`config.mk`:
```
export PLATFORM = sky130hd
export DESIGN_NAME = ipu_emit
export DESIGN_NICKNAME = d
export VERILOG_FILES = /design/src/hdl/integer_pixel_replication_upscaler_macros.svh /design/src/hdl/ipu_pkg.sv /design/src/hdl/ipu_emit.sv
export SDC_FILE = /design/constraint.sdc
export NUM_CORES = 1
export LEC_CHECK = 0
export BUFFER_PORTS_ARGS = -buffer_cell sky130_fd_sc_hd__buf_2
export CAP_MARGIN = 30
export CELL_PAD_IN_SITES_DETAIL_PLACEMENT = 2
export CELL_PAD_IN_SITES_GLOBAL_PLACEMENT = 2
export CORE_MARGIN = 2
export CORE_UTILIZATION = 33
export CTS_CLUSTER_DIAMETER = 80
export DETAILED_ROUTE_END_ITERATION = 6
export PLACE_DENSITY_LB_ADDON = 0.1
export SYNTH_ARGS = -nofsm -noshare
export SYNTH_HDL_FRONTEND = slang
export SYNTH_SLANG_ARGS = --single-unit
```
`constraint.sdc`:
```
create_clock -name clk -period 3.25 [get_ports clk]
set_clock_uncertainty 0.05 [all_clocks]
set_input_delay 0.4875 -clock clk [delete_from_list [all_inputs] [get_ports clk]]
set_output_delay 0.4875 -clock clk [all_outputs]
set_load 0.1 [all_outputs]
```
`src/hdl/integer_pixel_replication_upscaler_macros.svh`:
```
// Assertion helpers for the upscaler. Each macro expects signals named clk
// and rst_n in the scope where it is used.
`ifndef INTEGER_PIXEL_REPLICATION_UPSCALER_MACROS_SVH
`define INTEGER_PIXEL_REPLICATION_UPSCALER_MACROS_SVH

// Same-cycle implication.
`define IPU_ASSERT_NOW(lbl, ante, cons, msg) \
    lbl: assert property (@(posedge clk) disable iff (!rst_n) (ante) |-> (cons)) \
        else $error(msg);

// Next-cycle implication.
`define IPU_ASSERT_NEXT(lbl, ante, cons, msg) \
    lbl: assert property (@(posedge clk) disable iff (!rst_n) (ante) |=> (cons)) \
        else $error(msg);

`endif

```
`src/hdl/ipu_pkg.sv`:
```
// ----------------------------------------------------------------------------
// ipu_pkg
// Shared types and constants of the integer pixel replication upscaler.
// ----------------------------------------------------------------------------
package ipu_pkg;

    localparam int MAX_WIDTH_DEF = 2048;
    localparam int MAX_SCALE_DEF = 16;

    localparam int PIX_W      = 24;
    localparam int COLOR_W    = 8;
    localparam int SCALE_W    = 5;
    localparam int WIDTH_W    = 12;
    localparam int CFG_DATA_W = 12;
    localparam int REG_IDX_W  = 1;
    localparam int PAD_W      = 2;

    // register indexes of the configuration port
    localparam logic [REG_IDX_W-1:0] REG_SCALE        = 1'b0;
    localparam logic [REG_IDX_W-1:0] REG_SOURCE_WIDTH = 1'b1;

    // request function codes
    localparam logic FUNC_PIXEL  = 1'b0;
    localparam logic FUNC_REPLAY = 1'b1;

    typedef enum logic [1:0] {
        KIND_PIXEL   = 2'd0,
        KIND_PAD     = 2'd1,
        KIND_REFUSED = 2'd2
    } kind_t;

    // one accepted request as handed from the control stage to the emitter
    typedef struct packed {
        logic               refused;
        logic               replay;
        logic               row_end;
        logic [SCALE_W-1:0] copies;
        logic [PAD_W-1:0]   pad;
        logic [PIX_W-1:0]   pix;
    } job_t;

endpackage

```
`src/hdl/ipu_emit.sv`:
```
// ----------------------------------------------------------------------------
// ipu_emit
// Result sequencer: expands one request into its pixel copies and pad bytes, or
// a refusal result, one per cycle while out_ready allows, via the output register.
// ----------------------------------------------------------------------------
module ipu_emit import ipu_pkg::*; (
    input  logic               clk,
    input  logic               rst_n,
    input  logic               job_valid,
    input  job_t               job,
    output logic               job_take,
    output logic               out_valid,
    input  logic               out_ready,
    output logic [1:0]         kind,
    output logic [COLOR_W-1:0] out_red,
    output logic [COLOR_W-1:0] out_green,
    output logic [COLOR_W-1:0] out_blue,
    output logic               row_done,
    output logic               last
);

    logic [SCALE_W-1:0] cur_c_reg;
    logic [PAD_W-1:0]   cur_p_reg;
    logic [PIX_W-1:0]   cur_pix_reg;
    logic               cur_row_end_reg;
    logic               out_valid_reg;
    kind_t              kind_reg;
    logic [PIX_W-1:0]   pix_reg;
    logic               row_done_reg;
    logic               last_reg;

    logic               cur_busy;
    logic               slot_free;
    logic               advance;
    logic               src_refused;
    logic [SCALE_W-1:0] src_c;
    logic [PAD_W-1:0]   src_p;
    logic [PIX_W-1:0]   src_pix;
    logic               src_row_end;
    logic [SCALE_W-1:0] nc;
    logic [PAD_W-1:0]   np;
    kind_t              res_kind;
    logic [PIX_W-1:0]   res_pix;
    logic               res_last;

    assign cur_busy  = (cur_c_reg != '0) || (cur_p_reg != '0);
    assign slot_free = !out_valid_reg || out_ready;
    assign advance   = slot_free && (cur_busy || job_valid);
    assign job_take  = slot_free && !cur_busy && job_valid;

    // continue the running request, else start the waiting one
    always_comb
    begin
        if (cur_busy)
        begin
            src_refused = 1'b0;
            src_c       = cur_c_reg;
            src_p       = cur_p_reg;
            src_pix     = cur_pix_reg;
            src_row_end = cur_row_end_reg;
        end
        else
        begin
            src_refused = job.refused;
            src_c       = job.copies;
            src_p       = job.row_end ? job.pad : '0;
            src_pix     = job.pix;
            src_row_end = job.row_end;
        end

        nc       = '0;
        np       = '0;
        res_pix  = '0;
        if (src_refused)
        begin
            res_kind = KIND_REFUSED;
        end
        else if (src_c != '0)
        begin
            res_kind = KIND_PIXEL;
            res_pix  = src_pix;
            nc       = src_c - SCALE_W'(1);
            np       = src_p;
        end
        else
        begin
            res_kind = KIND_PAD;
            np       = src_p - PAD_W'(1);
        end
        res_last = (nc == '0) && (np == '0);
    end

    always_ff @(posedge clk or negedge rst_n)
    begin
        if (!rst_n)
        begin
            out_valid_reg <= 1'b0;
            cur_c_reg     <= '0;
            cur_p_reg     <= '0;
        end
        else
        begin
            if (advance)
            begin
                out_valid_reg <= 1'b1;
                cur_c_reg     <= nc;
                cur_p_reg     <= np;
            end
            else if (out_ready)
            begin
                out_valid_reg <= 1'b0;
            end
        end
    end

    always_ff @(posedge clk)
    begin
        if (advance)
        begin
            cur_pix_reg     <= src_pix;
            cur_row_end_reg <= src_row_end;
            kind_reg        <= res_kind;
            pix_reg         <= res_pix;
            row_done_reg    <= res_last && src_row_end && !src_refused;
            last_reg        <= res_last;
        end
    end

    assign out_valid = out_valid_reg;
    assign kind      = kind_reg;
    assign out_red   = pix_reg[3*COLOR_W-1:2*COLOR_W];
    assign out_green = pix_reg[2*COLOR_W-1:COLOR_W];
    assign out_blue  = pix_reg[COLOR_W-1:0];
    assign row_done  = row_done_reg;
    assign last      = last_reg;

endmodule

```
### Yosys cells after proc, flatten, opt, wreduce, memory -nomap -nowiden

Cells that the tools add are included.

| storage, ports and cells | value |
|---|---|
| register bits | 61 |
| latch bits | 0 |
| bits in writable memories | 0 |
| memory bits (read-only) | 0 |
| input bits | 38 |
| output and inout bits | 30 |
| logic and storage cells | 44 |
| memories kept | 0 |

| operators by class | value |
|---|---|
| add/sub/neg operators | 2 |
| multiply operators | 0 |
| divide/modulo/power cells | 0 |
| order comparisons | 0 |
| equal/unequal tests | 0 |
| shift-type cells | 0 |
| mux-type cells | 13 |
| bitwise gates (word level) | 1 |
| reductions and logical operators | 19 |

Operators by type and width:

| cell | number |
|---|---|
| $mux 24 | 1 |
| $mux 5 | 3 |
| $reduce_bool 5->1 | 2 |
| $mux 2 | 4 |
| $logic_and 1x1->1 | 6 |
| $logic_not 5->1 | 1 |
| $mux 1 | 5 |
| $sub 5x1->5 const B | 1 |
| $reduce_bool 2->1 | 2 |
| $logic_not 1->1 | 3 |
| $logic_or 1x1->1 | 3 |
| $logic_not 2->1 | 1 |
| $reduce_or 2->1 | 1 |
| $sub 2x1->2 const B | 1 |
| $not 1->1 | 1 |

### Depth between registers and ports, before layout

| logic depth | value |
|---|---|
| depth after elaboration | 10 |
| mapped depth | 7 |
| depth with buffers taken out | 6 |

### Worst setup path before layout

No wires, ideal clock.

| timing path | value |
|---|---|
| path type | register to register |
| from | register out_valid_reg, in the netlist out_valid |
| to | register cur_pix_reg[0], enable pin |
| library setup time | 0.408 ns |
| arrival | 2.310 ns |
| required time | 2.792 ns |
| slack | 0.482 ns |
| cell stages (with the launch flop) | 5 |
| buffers on the path | 1 |
| period minus slack after synthesis | 2.768 ns |
| cell sequence | dfrtp_1 nand2b_1 o21ai_1 buf_2 inv_1 |

| on the way | value |
|---|---|
| cells in the longest elaborated chain, start to end | 3 |

RTL lines:

| item | RTL line | source |
|---|---|---|
| start, declared | ipu_emit.sv:26 | `logic out_valid_reg;` |
| start signal, assigned | ipu_emit.sv:97 | `out_valid_reg <= 1'b0;` |
| start signal, assigned | ipu_emit.sv:105 | `out_valid_reg <= 1'b1;` |
| start signal, assigned | ipu_emit.sv:111 | `out_valid_reg <= 1'b0;` |
| $logic_not 1->1 | ipu_emit.sv:47 | `assign slot_free = !out_valid_reg \|\| out_ready;` |
| $logic_or 1x1->1 | ipu_emit.sv:47 |  |
| $logic_and 1x1->1 | ipu_emit.sv:48 | `assign advance = slot_free && (cur_busy \|\| job_valid);` |
| named net advance | ipu_emit.sv:34 | `logic advance;` |
| end signal, assigned | ipu_emit.sv:120 | `cur_pix_reg <= src_pix;` |
| end, declared | ipu_emit.sv:24 | `logic [PIX_W-1:0] cur_pix_reg;` |

The timed path passes the listed nets, and every way through them passes these cells.
A chain may end at the register's enable or synchronous reset.

### Worst setup path after layout

| timing path | value |
|---|---|
| from | register cur_p_reg[0] |
| to | output job_take |

| on the way | value |
|---|---|
| cells in the longest elaborated chain, start to end | 5 |

RTL lines:

| item | RTL line | source |
|---|---|---|
| start, declared | ipu_emit.sv:23 | `logic [PAD_W-1:0] cur_p_reg;` |
| start signal, assigned | ipu_emit.sv:107 | `cur_p_reg <= np;` |
| $reduce_bool 2->1 | ipu_emit.sv:46 | `assign cur_busy = (cur_c_reg != '0) \|\| (cur_p_reg != '0);` |
| $logic_or 1x1->1 | ipu_emit.sv:46 |  |
| $logic_not 1->1 | ipu_emit.sv:49 | `assign job_take = slot_free && !cur_busy && job_valid;` |
| $logic_and 1x1->1 (2 in series) | ipu_emit.sv:49 |  |
| end, declared | ipu_emit.sv:11 | `output logic job_take,` |

Every way passes these cells.

==> impl_metrics.ini <==
[status]
status = finished clean

[synthesis]
synth_fp_nets = 276
synthAdderAreaFrac_pct = 0
yosysTopAreaCell = edfxtp_1
yosys.area_share.xor_xnor_pct = 0.9669
syn_inst = 238
ys_types = 37
synth_top_family_by_area = simple AND/OR/NAND/NOR gates
ys.flop_type = edfxtp_1
synth_area_mm2 = 0.002718
avgSynthCellArea_um2 = 11.42
ys_ff_latch = 61
synth_edf_count = 53
synth_warnings = 0
synth_top_area_share_pct = 58.56
synth-simple-area-share_pct = 23.30
synth-compound-area-share_pct = 6.538
yosysSeqAreaShare_pct = 65.93
synthMuxAreaShare_pct = 0
synth.area.top_cells = edfxtp_1 (59%), nand2_1 (11%), dfrtp_1 (7.4%), and3_1 (5.8%), a22o_1 (1.3%)
synth-async-reset-ratio_pct = 13.11

[finish]
drive_above_1_share_pct = 30.48
syn_to_final_growth_pct = 23.90
antennaDiodeCount = 0
nets = 350

[timing]
fmax_mhz = 400.7
final_max_slew_viol_count = 0
hold_viol = 0
setup_viol = 0
period_share_pct = 76.78
tns_ns = 0
rsz0062_at_grt = no
period_needed_ns = 2.495
worst_pin_slew_ns = 0.7837
slew_headroom_pct = 47.76

[detailed_routing]
ant_nets = 0
wl_per_cell_um = 16.70
detail_route.vias_per_cell = 4.960
drt_wl_total_um = 7012
drc_errors = 0
drt-pass1-iter-count = 4
drtIter0Drc = 67
vias = 2083

[worst_hold_path]
hold_depth = 2
hold_class = primary input to flop
hp-start = job_valid
hold_path_end = out_valid

[setup_path]
crit_fanout = 7
r2r_end = last
worstPathRequired_ns = 2.71
r2r-start = cur_p_reg[0]
startpoint_type = flop
reg2reg_depth = 6
crit_path_end_kind = output pin
ff2ff_setup_slack_ns = 1.01
cp_data_arrival_time_ns = 1.96
critical_path_class = flop to output pin

[global_routing]
grt-ovfl-total = 0
antenna_found_initial = 0
gr-max-usage-layer = met2
grt_first_pass_wirelength_um = 11210
first_global_vias = 2153
met1_usage_pct = 21.63
grt_max_degree = 31
track_usage_pct = 16.90
use_met2_pct = 27.90
grt_use_met3_pct = 4.310

[place]
hpwl_um = 4969
place.port_buffers = 66
gp_congestion = 0.7884

[clock_network]
clock_latency_ns = 0.33
cts_buffers = 9
clk_path_buf_depth = 2
cts_tree = yes
root_buffer = clkbuf_8
cts_setup_buffers = 0
cts.htree.levels = 3
hold_buffers = 1
cts_resized = 0
cts_sinks = 61
clk_pin_slew_ns = 0.07

[die]
pin_count = 68
start_util_pct = 33.58
rows = 33
die_y_um = 94.75
die_w_um = 94.75
core-area_mm2 = 0.008093
dieArea_mm2 = 0.008977

[flow_run]
maxCapViolCount = 0
==> worst max-delay path, cell delays in order (launching register included) <==
cell and delay (ns):
dfrtp_1 0.49, nor3_2 0.42, and2_1 0.30, and3_1 0.23, buf_12 0.18
==> cells in the mapped netlist (2+ instances only) <==
cell type,n
edfxtp_1,53
and3_1,25
buf_6,3
o31ai_1,3
o21ai_0,6
clkbuf_1,5
nor2b_1,2
buf_2,2
nand4_1,2
nor2_1,5
inv_1,4
a22o_1,4
a31oi_1,5
nand2_1,83
dfrtp_1,8
nor3_1,4
xor2_1,3
and2_1,2
==> cell usage in the layout, fill, tap and decap left out, types with 2 or more instances in the layout <==
| master | Yosys | routed |
|---|---|---|
| nor2_1 | 5 | 5 |
| a22o_1 | 4 | 4 |
| nor2b_1 | 2 | 2 |
| a31oi_1 | 5 | 5 |
| buf_12 | 0 | 2 |
| nor3_1 | 4 | 4 |
| nand2_1 | 83 | 83 |
| clkinvlp_4 | 0 | 2 |
| and2_1 | 2 | 2 |
| o31ai_1 | 3 | 2 |
| nand4_1 | 2 | 2 |
| dfrtp_1 | 8 | 8 |
| edfxtp_1 | 53 | 53 |
| xor2_1 | 3 | 3 |
| buf_4 | 1 | 6 |
| inv_2 | 1 | 2 |
| inv_1 | 4 | 3 |
| o21ai_0 | 6 | 6 |
| clkbuf_8 | 0 | 9 |
| clkinv_2 | 0 | 3 |
| buf_2 | 2 | 65 |
| and3_1 | 25 | 25 |
==> final cells by class <==
type,instances,area [um2]
fill,905,4726
sequential,61,1792
multi-input combinational,161,850.8
timing repair buffer,74,420.4
tap,105,131.4
clock buffer,9,123.9
clock inverter,5,30.03
inverter,5,18.77
==> cells by family after synthesis <==
logic type	Yosys count
AND/OR/NAND/NOR	133
flip-flops	61
AO/OA/AOI/OAI	25
buffers and inverters	16
XOR/XNOR	3
==> per-layer routing <==
metal  up-vias  share of wire, %
met3         6               4.1
met5         -                 0
met1      1034                45
li1        996                 -
met4         0              0.84
met2        47                50
==> worst max-delay path by stage <==
stage                     depth (start not counted)          from  slack (ns)        endpoint
after floorplan                                   4     out_valid        0.48  cur_pix_reg[0]
after global placement                            6       job[28]        0.86     pix_reg[18]
after detailed placement                          6       job[28]        0.82      pix_reg[9]
after CTS                                         4  cur_p_reg[0]        0.70        job_take
after global routing                              4  cur_c_reg[1]        0.59        job_take
final                                             4  cur_p_reg[0]        0.75        job_take
==> metrics by stage <==
stage | setup slack (ns) | util [%] | hold slack, ns | instances | instance area (um2)
after detailed placement | 0.8170 | 39.58 | 0.3028 | 405 | 3203
final | 0.7546 | 41.60 | 0.3270 | 420 | 3367
after CTS | 0.7049 | 41.60 | 0.3161 | 420 | 3367
after global routing | 0.5887 | 41.60 | 0.3164 | 420 | 3367
after global placement | 0.8639 | 39.33 | 0.3009 | 404 | 3183
after floorplan | 0.4823 | - | 0.1419 | 238 | 2718
Power is not shown: default switching activity piles up to over one toggle a cycle in this logic, so the estimate is an artifact.
