**config.mk**
```make
export PLATFORM = sky130hd
export DESIGN_NAME = ipu_ctrl
export DESIGN_NICKNAME = d
export VERILOG_FILES = /design/src/hdl/integer_pixel_replication_upscaler_macros.svh /design/src/hdl/ipu_pkg.sv /design/src/hdl/ipu_ctrl.sv
export SDC_FILE = /design/constraint.sdc
export NUM_CORES = 1
export LEC_CHECK = 0
export ABC_AREA = 1
export BUFFER_PORTS_ARGS = -buffer_cell sky130_fd_sc_hd__clkbuf_2
export CORE_MARGIN = 4
export CORE_UTILIZATION = 50
export DETAILED_ROUTE_END_ITERATION = 8
export GPL_ROUTABILITY_DRIVEN = 0
export PLACE_DENSITY = 0.79
export SETUP_SLACK_MARGIN = 0.02
export SLEW_MARGIN = 20
export SYNTH_ARGS = -nofsm -noshare
export SYNTH_HDL_FRONTEND = slang
export SYNTH_SLANG_ARGS = --single-unit
```
**constraint.sdc**
```tcl
create_clock -name clk -period 2.6 [get_ports clk]
set_input_delay 0.13 -clock clk [delete_from_list [all_inputs] [get_ports clk]]
set_output_delay 0.13 -clock clk [all_outputs]
set_load 0.03 [all_outputs]
```
**src/hdl/integer_pixel_replication_upscaler_macros.svh**
```systemverilog
// Assertion helpers for the upscaler. Each macro expects signals named clk
// and rst_n in the scope where it is used.
`ifndef INTEGER_PIXEL_REPLICATION_UPSCALER_MACROS_SVH
`define INTEGER_PIXEL_REPLICATION_UPSCALER_MACROS_SVH

// Same-cycle implication.
`define IPU_ASSERT_NOW(lbl, ante, cons, msg) \
    lbl: assert property (@(posedge clk) disable iff (!rst_n) (ante) |-> (cons)) \
        else $error(msg);

// Next-cycle implication.
`define IPU_ASSERT_NEXT(lbl, ante, cons, msg) \
    lbl: assert property (@(posedge clk) disable iff (!rst_n) (ante) |=> (cons)) \
        else $error(msg);

`endif

```
**src/hdl/ipu_pkg.sv**
```systemverilog
// ----------------------------------------------------------------------------
// ipu_pkg
// Shared types and constants of the integer pixel replication upscaler.
// ----------------------------------------------------------------------------
package ipu_pkg;

    localparam int MAX_WIDTH_DEF = 2048;
    localparam int MAX_SCALE_DEF = 16;

    localparam int PIX_W      = 24;
    localparam int COLOR_W    = 8;
    localparam int SCALE_W    = 5;
    localparam int WIDTH_W    = 12;
    localparam int CFG_DATA_W = 12;
    localparam int REG_IDX_W  = 1;
    localparam int PAD_W      = 2;

    // register indexes of the configuration port
    localparam logic [REG_IDX_W-1:0] REG_SCALE        = 1'b0;
    localparam logic [REG_IDX_W-1:0] REG_SOURCE_WIDTH = 1'b1;

    // request function codes
    localparam logic FUNC_PIXEL  = 1'b0;
    localparam logic FUNC_REPLAY = 1'b1;

    typedef enum logic [1:0] {
        KIND_PIXEL   = 2'd0,
        KIND_PAD     = 2'd1,
        KIND_REFUSED = 2'd2
    } kind_t;

    // one accepted request as handed from the control stage to the emitter
    typedef struct packed {
        logic               refused;
        logic               replay;
        logic               row_end;
        logic [SCALE_W-1:0] copies;
        logic [PAD_W-1:0]   pad;
        logic [PIX_W-1:0]   pix;
    } job_t;

endpackage

```
**src/hdl/ipu_ctrl.sv**
```systemverilog
// ----------------------------------------------------------------------------
// ipu_ctrl
// Configuration registers, row position and repeat tracking, line store
// addressing and the request stage that feeds the emitter.
// ----------------------------------------------------------------------------
module ipu_ctrl import ipu_pkg::*; #(
    parameter int MAX_WIDTH = MAX_WIDTH_DEF,
    parameter int MAX_SCALE = MAX_SCALE_DEF,
    parameter int AW        = (MAX_WIDTH > 1) ? $clog2(MAX_WIDTH) : 1
) (
    input  logic                  clk,
    input  logic                  rst_n,
    input  logic                  cfg_write,
    input  logic [REG_IDX_W-1:0]  cfg_index,
    input  logic [CFG_DATA_W-1:0] cfg_data,
    input  logic                  in_valid,
    output logic                  in_ready,
    input  logic                  func,
    input  logic [PIX_W-1:0]      pix_in,
    output logic                  ram_we,
    output logic                  ram_re,
    output logic [AW-1:0]         ram_addr,
    output logic [PIX_W-1:0]      ram_wdata,
    output logic                  job_valid,
    output job_t                  job,
    input  logic                  job_take
);

    localparam int CMPW = (AW + 1 > WIDTH_W) ? AW + 1 : WIDTH_W;

    logic [SCALE_W-1:0] scale_reg;
    logic [WIDTH_W-1:0] width_reg;
    logic [AW-1:0]      col_reg;
    logic [SCALE_W-1:0] rep_reg;
    logic               replaying_reg;
    logic               job_valid_reg;
    job_t               job_reg;

    logic [AW-1:0]      col_next;
    logic [SCALE_W-1:0] rep_next;
    logic               replaying_next;
    logic               job_valid_next;

    logic [SCALE_W-1:0] eff_s;
    logic [CMPW-1:0]    eff_w;
    logic [CMPW-1:0]    width_x;
    logic [CMPW-1:0]    col_inc;
    logic [SCALE_W-1:0] rep_dec;
    logic [PAD_W-1:0]   pad_c;
    logic               accept;
    logic               ok;
    logic               row_end;

    // clamp configuration to the supported range
    always_comb
    begin
        width_x = CMPW'(width_reg);
        if (scale_reg == '0)
        begin
            eff_s = SCALE_W'(1);
        end
        else if ({1'b0, scale_reg} > (SCALE_W + 1)'(MAX_SCALE))
        begin
            eff_s = SCALE_W'(MAX_SCALE);
        end
        else
        begin
            eff_s = scale_reg;
        end

        if (width_x == '0)
        begin
            eff_w = CMPW'(1);
        end
        else if (width_x > CMPW'(MAX_WIDTH))
        begin
            eff_w = CMPW'(MAX_WIDTH);
        end
        else
        begin
            eff_w = width_x;
        end
    end

    // output row bytes are 3*w*s, so the pad count is w*s mod 4
    assign pad_c = PAD_W'(eff_w[PAD_W-1:0] * eff_s[PAD_W-1:0]);

    assign in_ready = !job_valid_reg || job_take;
    assign accept   = in_valid && in_ready;
    assign ok       = (func == replaying_reg);
    assign col_inc  = CMPW'(col_reg) + CMPW'(1);
    assign row_end  = (col_inc >= eff_w);
    assign rep_dec  = (rep_reg != '0) ? rep_reg - SCALE_W'(1) : '0;

    // one store access per request, so a write and a read never meet
    assign ram_we    = accept && ok && (func == FUNC_PIXEL);
    assign ram_re    = accept && ok && (func == FUNC_REPLAY);
    assign ram_addr  = col_reg;
    assign ram_wdata = pix_in;

    always_comb
    begin
        col_next       = col_reg;
        rep_next       = rep_reg;
        replaying_next = replaying_reg;
        job_valid_next = job_valid_reg;

        if (job_take)
        begin
            job_valid_next = 1'b0;
        end
        if (accept)
        begin
            job_valid_next = 1'b1;
        end

        if (accept && ok)
        begin
            if (row_end)
            begin
                col_next = '0;
                if (func == FUNC_PIXEL)
                begin
                    if (eff_s > SCALE_W'(1))
                    begin
                        rep_next       = eff_s - SCALE_W'(1);
                        replaying_next = 1'b1;
                    end
                end
                else
                begin
                    rep_next = rep_dec;
                    if (rep_dec == '0)
                    begin
                        replaying_next = 1'b0;
                    end
                end
            end
            else
            begin
                col_next = col_inc[AW-1:0];
            end
        end
    end

    always_ff @(posedge clk or negedge rst_n)
    begin
        if (!rst_n)
        begin
            scale_reg     <= SCALE_W'(1);
            width_reg     <= WIDTH_W'(1);
            col_reg       <= '0;
            rep_reg       <= '0;
            replaying_reg <= 1'b0;
            job_valid_reg <= 1'b0;
        end
        else
        begin
            if (cfg_write)
            begin
                case (cfg_index)
                    REG_SCALE:        scale_reg <= cfg_data[SCALE_W-1:0];
                    REG_SOURCE_WIDTH: width_reg <= cfg_data[WIDTH_W-1:0];
                    default:          ;
                endcase
            end
            col_reg       <= col_next;
            rep_reg       <= rep_next;
            replaying_reg <= replaying_next;
            job_valid_reg <= job_valid_next;
        end
    end

    always_ff @(posedge clk)
    begin
        if (accept)
        begin
            job_reg.refused <= !ok;
            job_reg.replay  <= (func == FUNC_REPLAY);
            job_reg.row_end <= ok && row_end;
            job_reg.copies  <= eff_s;
            job_reg.pad     <= pad_c;
            job_reg.pix     <= pix_in;
        end
    end

    assign job_valid = job_valid_reg;
    assign job       = job_reg;

endmodule

```
# --- Word-level counts from Yosys, hierarchy flattened ---
# Index checks and enable logic that the tools add are counted.
totals:
  output_inout_bits: 73
  register_bits: 69
  input_bits: 43
op_classes:
  muxes: 13
  mul: 1
  reduce_logical: 18
  n_bitwise: 2
  order_cmp: 4
  add_sub_neg: 3
  n_eq_ne: 2
ops:
  columns: ["cell", "count"]
  rows:
  - ["2-to-1 mux 5 bit", 5]
  - ["2-to-1 mux 12 bit", 2]
  - ["adder 11 x 1 -> 12 bit, second input constant", 1]
  - [">= comparator 12 bit", 1]
  - ["> comparator 12 bit, second input constant", 1]
  - ["logical NOT 12 bit", 1]
  - ["2-to-1 mux 11 bit", 1]
  - ["logical NOT 5 bit", 2]
  - ["subtractor 5 x 1 -> 5 bit, second input constant", 2]
  - ["> comparator 5 x 1 -> 1 bit, second input constant", 1]
  - ["> comparator 5 bit, second input constant", 1]
  - ["logical AND 1 bit", 5]
  - ["2-to-1 mux 1 bit", 5]
  - ["nonzero test 5 bit", 1]
  - ["AND reduction 2 bit", 2]
  - ["AND reduction 4 bit", 1]
  - ["nonzero test 2 bit", 2]
  - ["AND reduction 3 bit", 1]
  - ["logical NOT 1 bit", 2]
  - ["multiplier 2 x 2 -> 2 bit", 1]
  - ["!= test 2 x 1 -> 1 bit, second input constant", 1]
  - ["inverter 1 bit", 2]
  - ["== test 1 bit", 1]
  - ["logical OR 1 bit", 1]

# --- Logic depth before layout (Yosys ltp) ---
logic_depth:
  depth_word: 6
  depth_mapped: 19
  ltp_nobuf: 19

# --- Worst setup path after synthesis ---
# Ideal clock, no wire load.
synth_path:
  path_type: "register to register"
  start: "reg col_reg[0] (netlist: ram_addr[0])"
  end: "reg col_reg[7] (netlist: ram_addr[7])"
  path_buffers: 1
  t_arrival_ps: 2362
  setup_slack_ps: 173
  stages_incl_launch_ff: 17
  path_cell_list: "dfrtp_1 ha_1 nand2_1 nor2_1 nand4_1 xor2_1 inv_1 ha_1 nand2_1 nor2_1 and2_1 nand2_2 nand4_4 nor2_2 buf_6 nand2_1 nand2_1"
synth_between:
  elab_chain_cells: 3
synth_lines:
  columns: ["item", "line", "rtl"]
  rows:
  - ["from (decl)", "ipu_ctrl.sv:33", "logic [AW-1:0] col_reg;"]
  - ["from (signal assigned)", "ipu_ctrl.sv:167", "col_reg <= col_next;"]
  - ["adder 11 x 1 -> 12 bit (*)", "ipu_ctrl.sv:91", "assign col_inc = CMPW'(col_reg) + CMPW'(1);"]
  - [">= comparator 12 bit", "ipu_ctrl.sv:92", "assign row_end = (col_inc >= eff_w);"]
  - ["2-to-1 mux 11 bit (*)", "ipu_ctrl.sv:119", "if (row_end)"]
# Every way passes the cells marked *; elsewhere a longest branch is shown, timed or not.
# A chain may end at the register's enable or synchronous reset.

# --- Worst setup path after layout ---
layout_path:
  start: "reg col_reg[0] (netlist: ram_addr[0])"
  end: "reg col_reg[2] (netlist: ram_addr[2])"
# The elaborated chain is that of the path after synthesis.

==> reports/results.ini <==
[setup_path]
cp.required_ps=2870
cp-end-kind=flop
path_depth=16
worst_r2r_path_depth=16
cpMostUsedCell=sky130_fd_sc_hd__nand2_1
criticalPathCategory=reg -> reg
cpPeakStageDelay_ps=410
worstPathCellList=ha_1 > nand2_1 > nor2_2 > nand4_1 > xor2_1 > inv_1 > ha_1 > nand2_1 > nor2_2 > and2_1 > nand2_2 > nand4_4 > nor2_2 > buf_6 > nand2_1 > nand2_1
worst_path_max_delay_cell=sky130_fd_sc_hd__dfrtp_2
crit_family=simple AND/OR/NAND/NOR gates
startpoint_type=flop
path_max_fanout=11
critical_path_arrival_ps=2700
crit_buf_inv=2

[route]
drtPass1Iterations=4
routed_wirelength_mm=7.98
first_iter_violations=126
remaining_drc_errors=0
postRouteAntennaNets=0
detail_route.wl_per_cell_um=13.3
routed-via-count=2821
drt-vias-per-instance=4.71

[status]
run_status=finished, final reports clean

[global_routing]
first_pass_grt_wire_length_mm=12.9
gr-usage-all-layers=0.194
grt-ovfl-total=0
grt_antenna_before_repair=0
first_global_vias=2723
pin_count_of_the_biggest_net_entering_global_routing=36

[synth]
yosysWarningCount=0
syn_nets=433
syn_area_per_cell_sq_um=9.44
ys_ff_latch=69
yosys.cell_types.count=33
synthesis.instances=374
synth_seq_area_share=0.538
netlist_area_sq_um=3530

[job]
total_of_max_cap_violations=0

[finish]
antenna-diode-count=0
area_growth_pct=27.7
final_net_count=557
largest_register_ffs=34
drive_above_1_share=0.328
finish.utilization=0.660
final_cells=599
multi_input_comb_area_sq_um=1250
register_area_sq_um=1900
num-fill-cells=566

[placement]
total_half_perimeter_wirelength_after_legalization_and_detailed_placement_mm=5.77
port_buffer_count=115
dpl_worst_slack_ps=71.7
placed_cells=557

[floorplanning]
start_util=0.517
pin_count=116
die_w_um=92.0
die_area_sq_um=8470
chipHeight_um=92.0
placement_rows=30
core-area_sq_um=6830

[timing]
layout_setup_ws_ps=166
fmax_mhz=411
fin_hold_ws_ps=14.6
final_hold_viol_count=0
maxSlewViolCount=0
clock_skew_ps=14.7
max_slew_margin=0.422
period_share=0.936
tightest_slew_ps=867
setup_violations=0
timing.setup.tns_ps=0
fin_crit_ps=2430

[worst_hold_path]
hold_path_depth=3
worstHoldPathType=in -> reg

[cts]
clockBufferDepth=2
clock_sink_count=69
tritoncts=built
cts.root.buffer_cell=sky130_fd_sc_hd__clkbuf_8
clkLatencyLatePin_ps=340
h_tree_levels=3
clk_transition_reported_paths_ps=80
cts-buffers-inserted=9

[pwr]
power_density_nw_per_um2=785
power.leakage_nw=2.33
vdd.ir_drop.worst_v=0.000320

==> worst min-delay path: stages <==
cell and delay [ps]:
sky130_fd_sc_hd__clkbuf_2 80, sky130_fd_sc_hd__inv_1 60, sky130_fd_sc_hd__o21ai_0 80
==> per-layer routing <==
metal / track usage / vias to the layer above / wire length (um)
met5: 0 / - / 0
met3: 0.0476 / 9 / 553
met1: 0.227 / 1292 / 3290
met4: 0.0705 / 0 / 104
met2: 0.345 / 99 / 4030
li1: - / 1421 / -
==> logic make-up after synthesis <==
kind of cell	count (synthesis)	synth area share
mux	6	0.0191
simple gates	167	0.199
buf+inv	74	0.111
compound gates	34	0.0549
fa+ha+maj	16	0.0567
flops	69	0.538
xor+xnor	8	0.0220
==> what timing repair did <==
action | CTS | global route
hold buffers | 23 | 1
setup endpoints to repair | 0 | 18
setup buffers | 0 | 2
endpoints found under the hold margin | 55 | 1
gates resized for setup | 0 | 9
==> cell type report <==
cell class                      instances  area share
Clock buffer                            9      0.0275
Clock inverter                          7      0.0200
Inverter                               44      0.0366
Multi-Input combinational cell        231       0.278
Sequential cell                        69       0.422
Tap cell                               96      0.0266
Timing Repair Buffer                  143       0.188
==> report_power, final <==
| group | internal [mW] | switching [mW] |
|---|---|---|
| Combinational | 0.417 | 0.749 |
| Sequential | 1.31 | 0.133 |
| Clock | 0.535 | 0.390 |
==> synth_stat cells, drive strengths merged <==
library cell	instances	area, sq um
xor2	6	60.1
ha	16	200
nand4	2	27.5
o21bai	2	15.0
nor2	33	136
mux2	6	67.6
a21o	1	7.51
nand3	9	45.0
xnor2	2	17.5
dfrtp	33	826
nor3	2	10.0
a21oi	7	50.1
o21ai	23	115
or2	1	8.76
nand2	119	467
inv	44	165
a31oi	1	6.26
buf	28	218
edfxtp	34	1020
and2	1	6.26
clkbuf	2	7.51
dfstp	2	52.6
==> layout by cell type (no fill, tap or decap), drive strengths merged, types with 4 or more instances in the layout <==
cell and count:
nand3 9, mux2 6, dfrtp 33, nand2 119
a21oi 7, ha 16, clkbuf 124, dlygate4sd3 24
o21ai 23, nor2 33, buf 4, inv 44
edfxtp 34, clkinv 4, xor2 6
==> final timing paths <==
kind / slack, ps / to / from
setup / recovery: 170 / ram_addr[2]$_DFFE_PN0P_ / ram_addr[0]$_DFFE_PN0P_
setup reg to reg: 170 / ram_addr[2]$_DFFE_PN0P_ / ram_addr[0]$_DFFE_PN0P_
max in group asynchronous: 1560 / ram_addr[0]$_DFFE_PN0P_ / rst_n
hold reg to reg: 500 / scale_reg[0]$_DFFE_PN1P_ / scale_reg[0]$_DFFE_PN1P_
min in group asynchronous: 440 / scale_reg[3]$_DFFE_PN0P_ / rst_n
hold / removal: 10 / scale_reg[0]$_DFFE_PN1P_ / cfg_data[0]
==> metrics by stage <==
| step | power [mW] | area [sq um] |
|---|---|---|
| 3_3_place_gp | 2.53 | 4020 |
| 5_1_grt | 3.78 | 4510 |
| 2_1_floorplan | 2.29 | 3530 |
| 6_report | 3.54 | 4510 |
| 4_1_cts | 3.53 | 4460 |
| 3_5_place_dp | 2.57 | 4020 |
(Power assumes the default switching activity.)
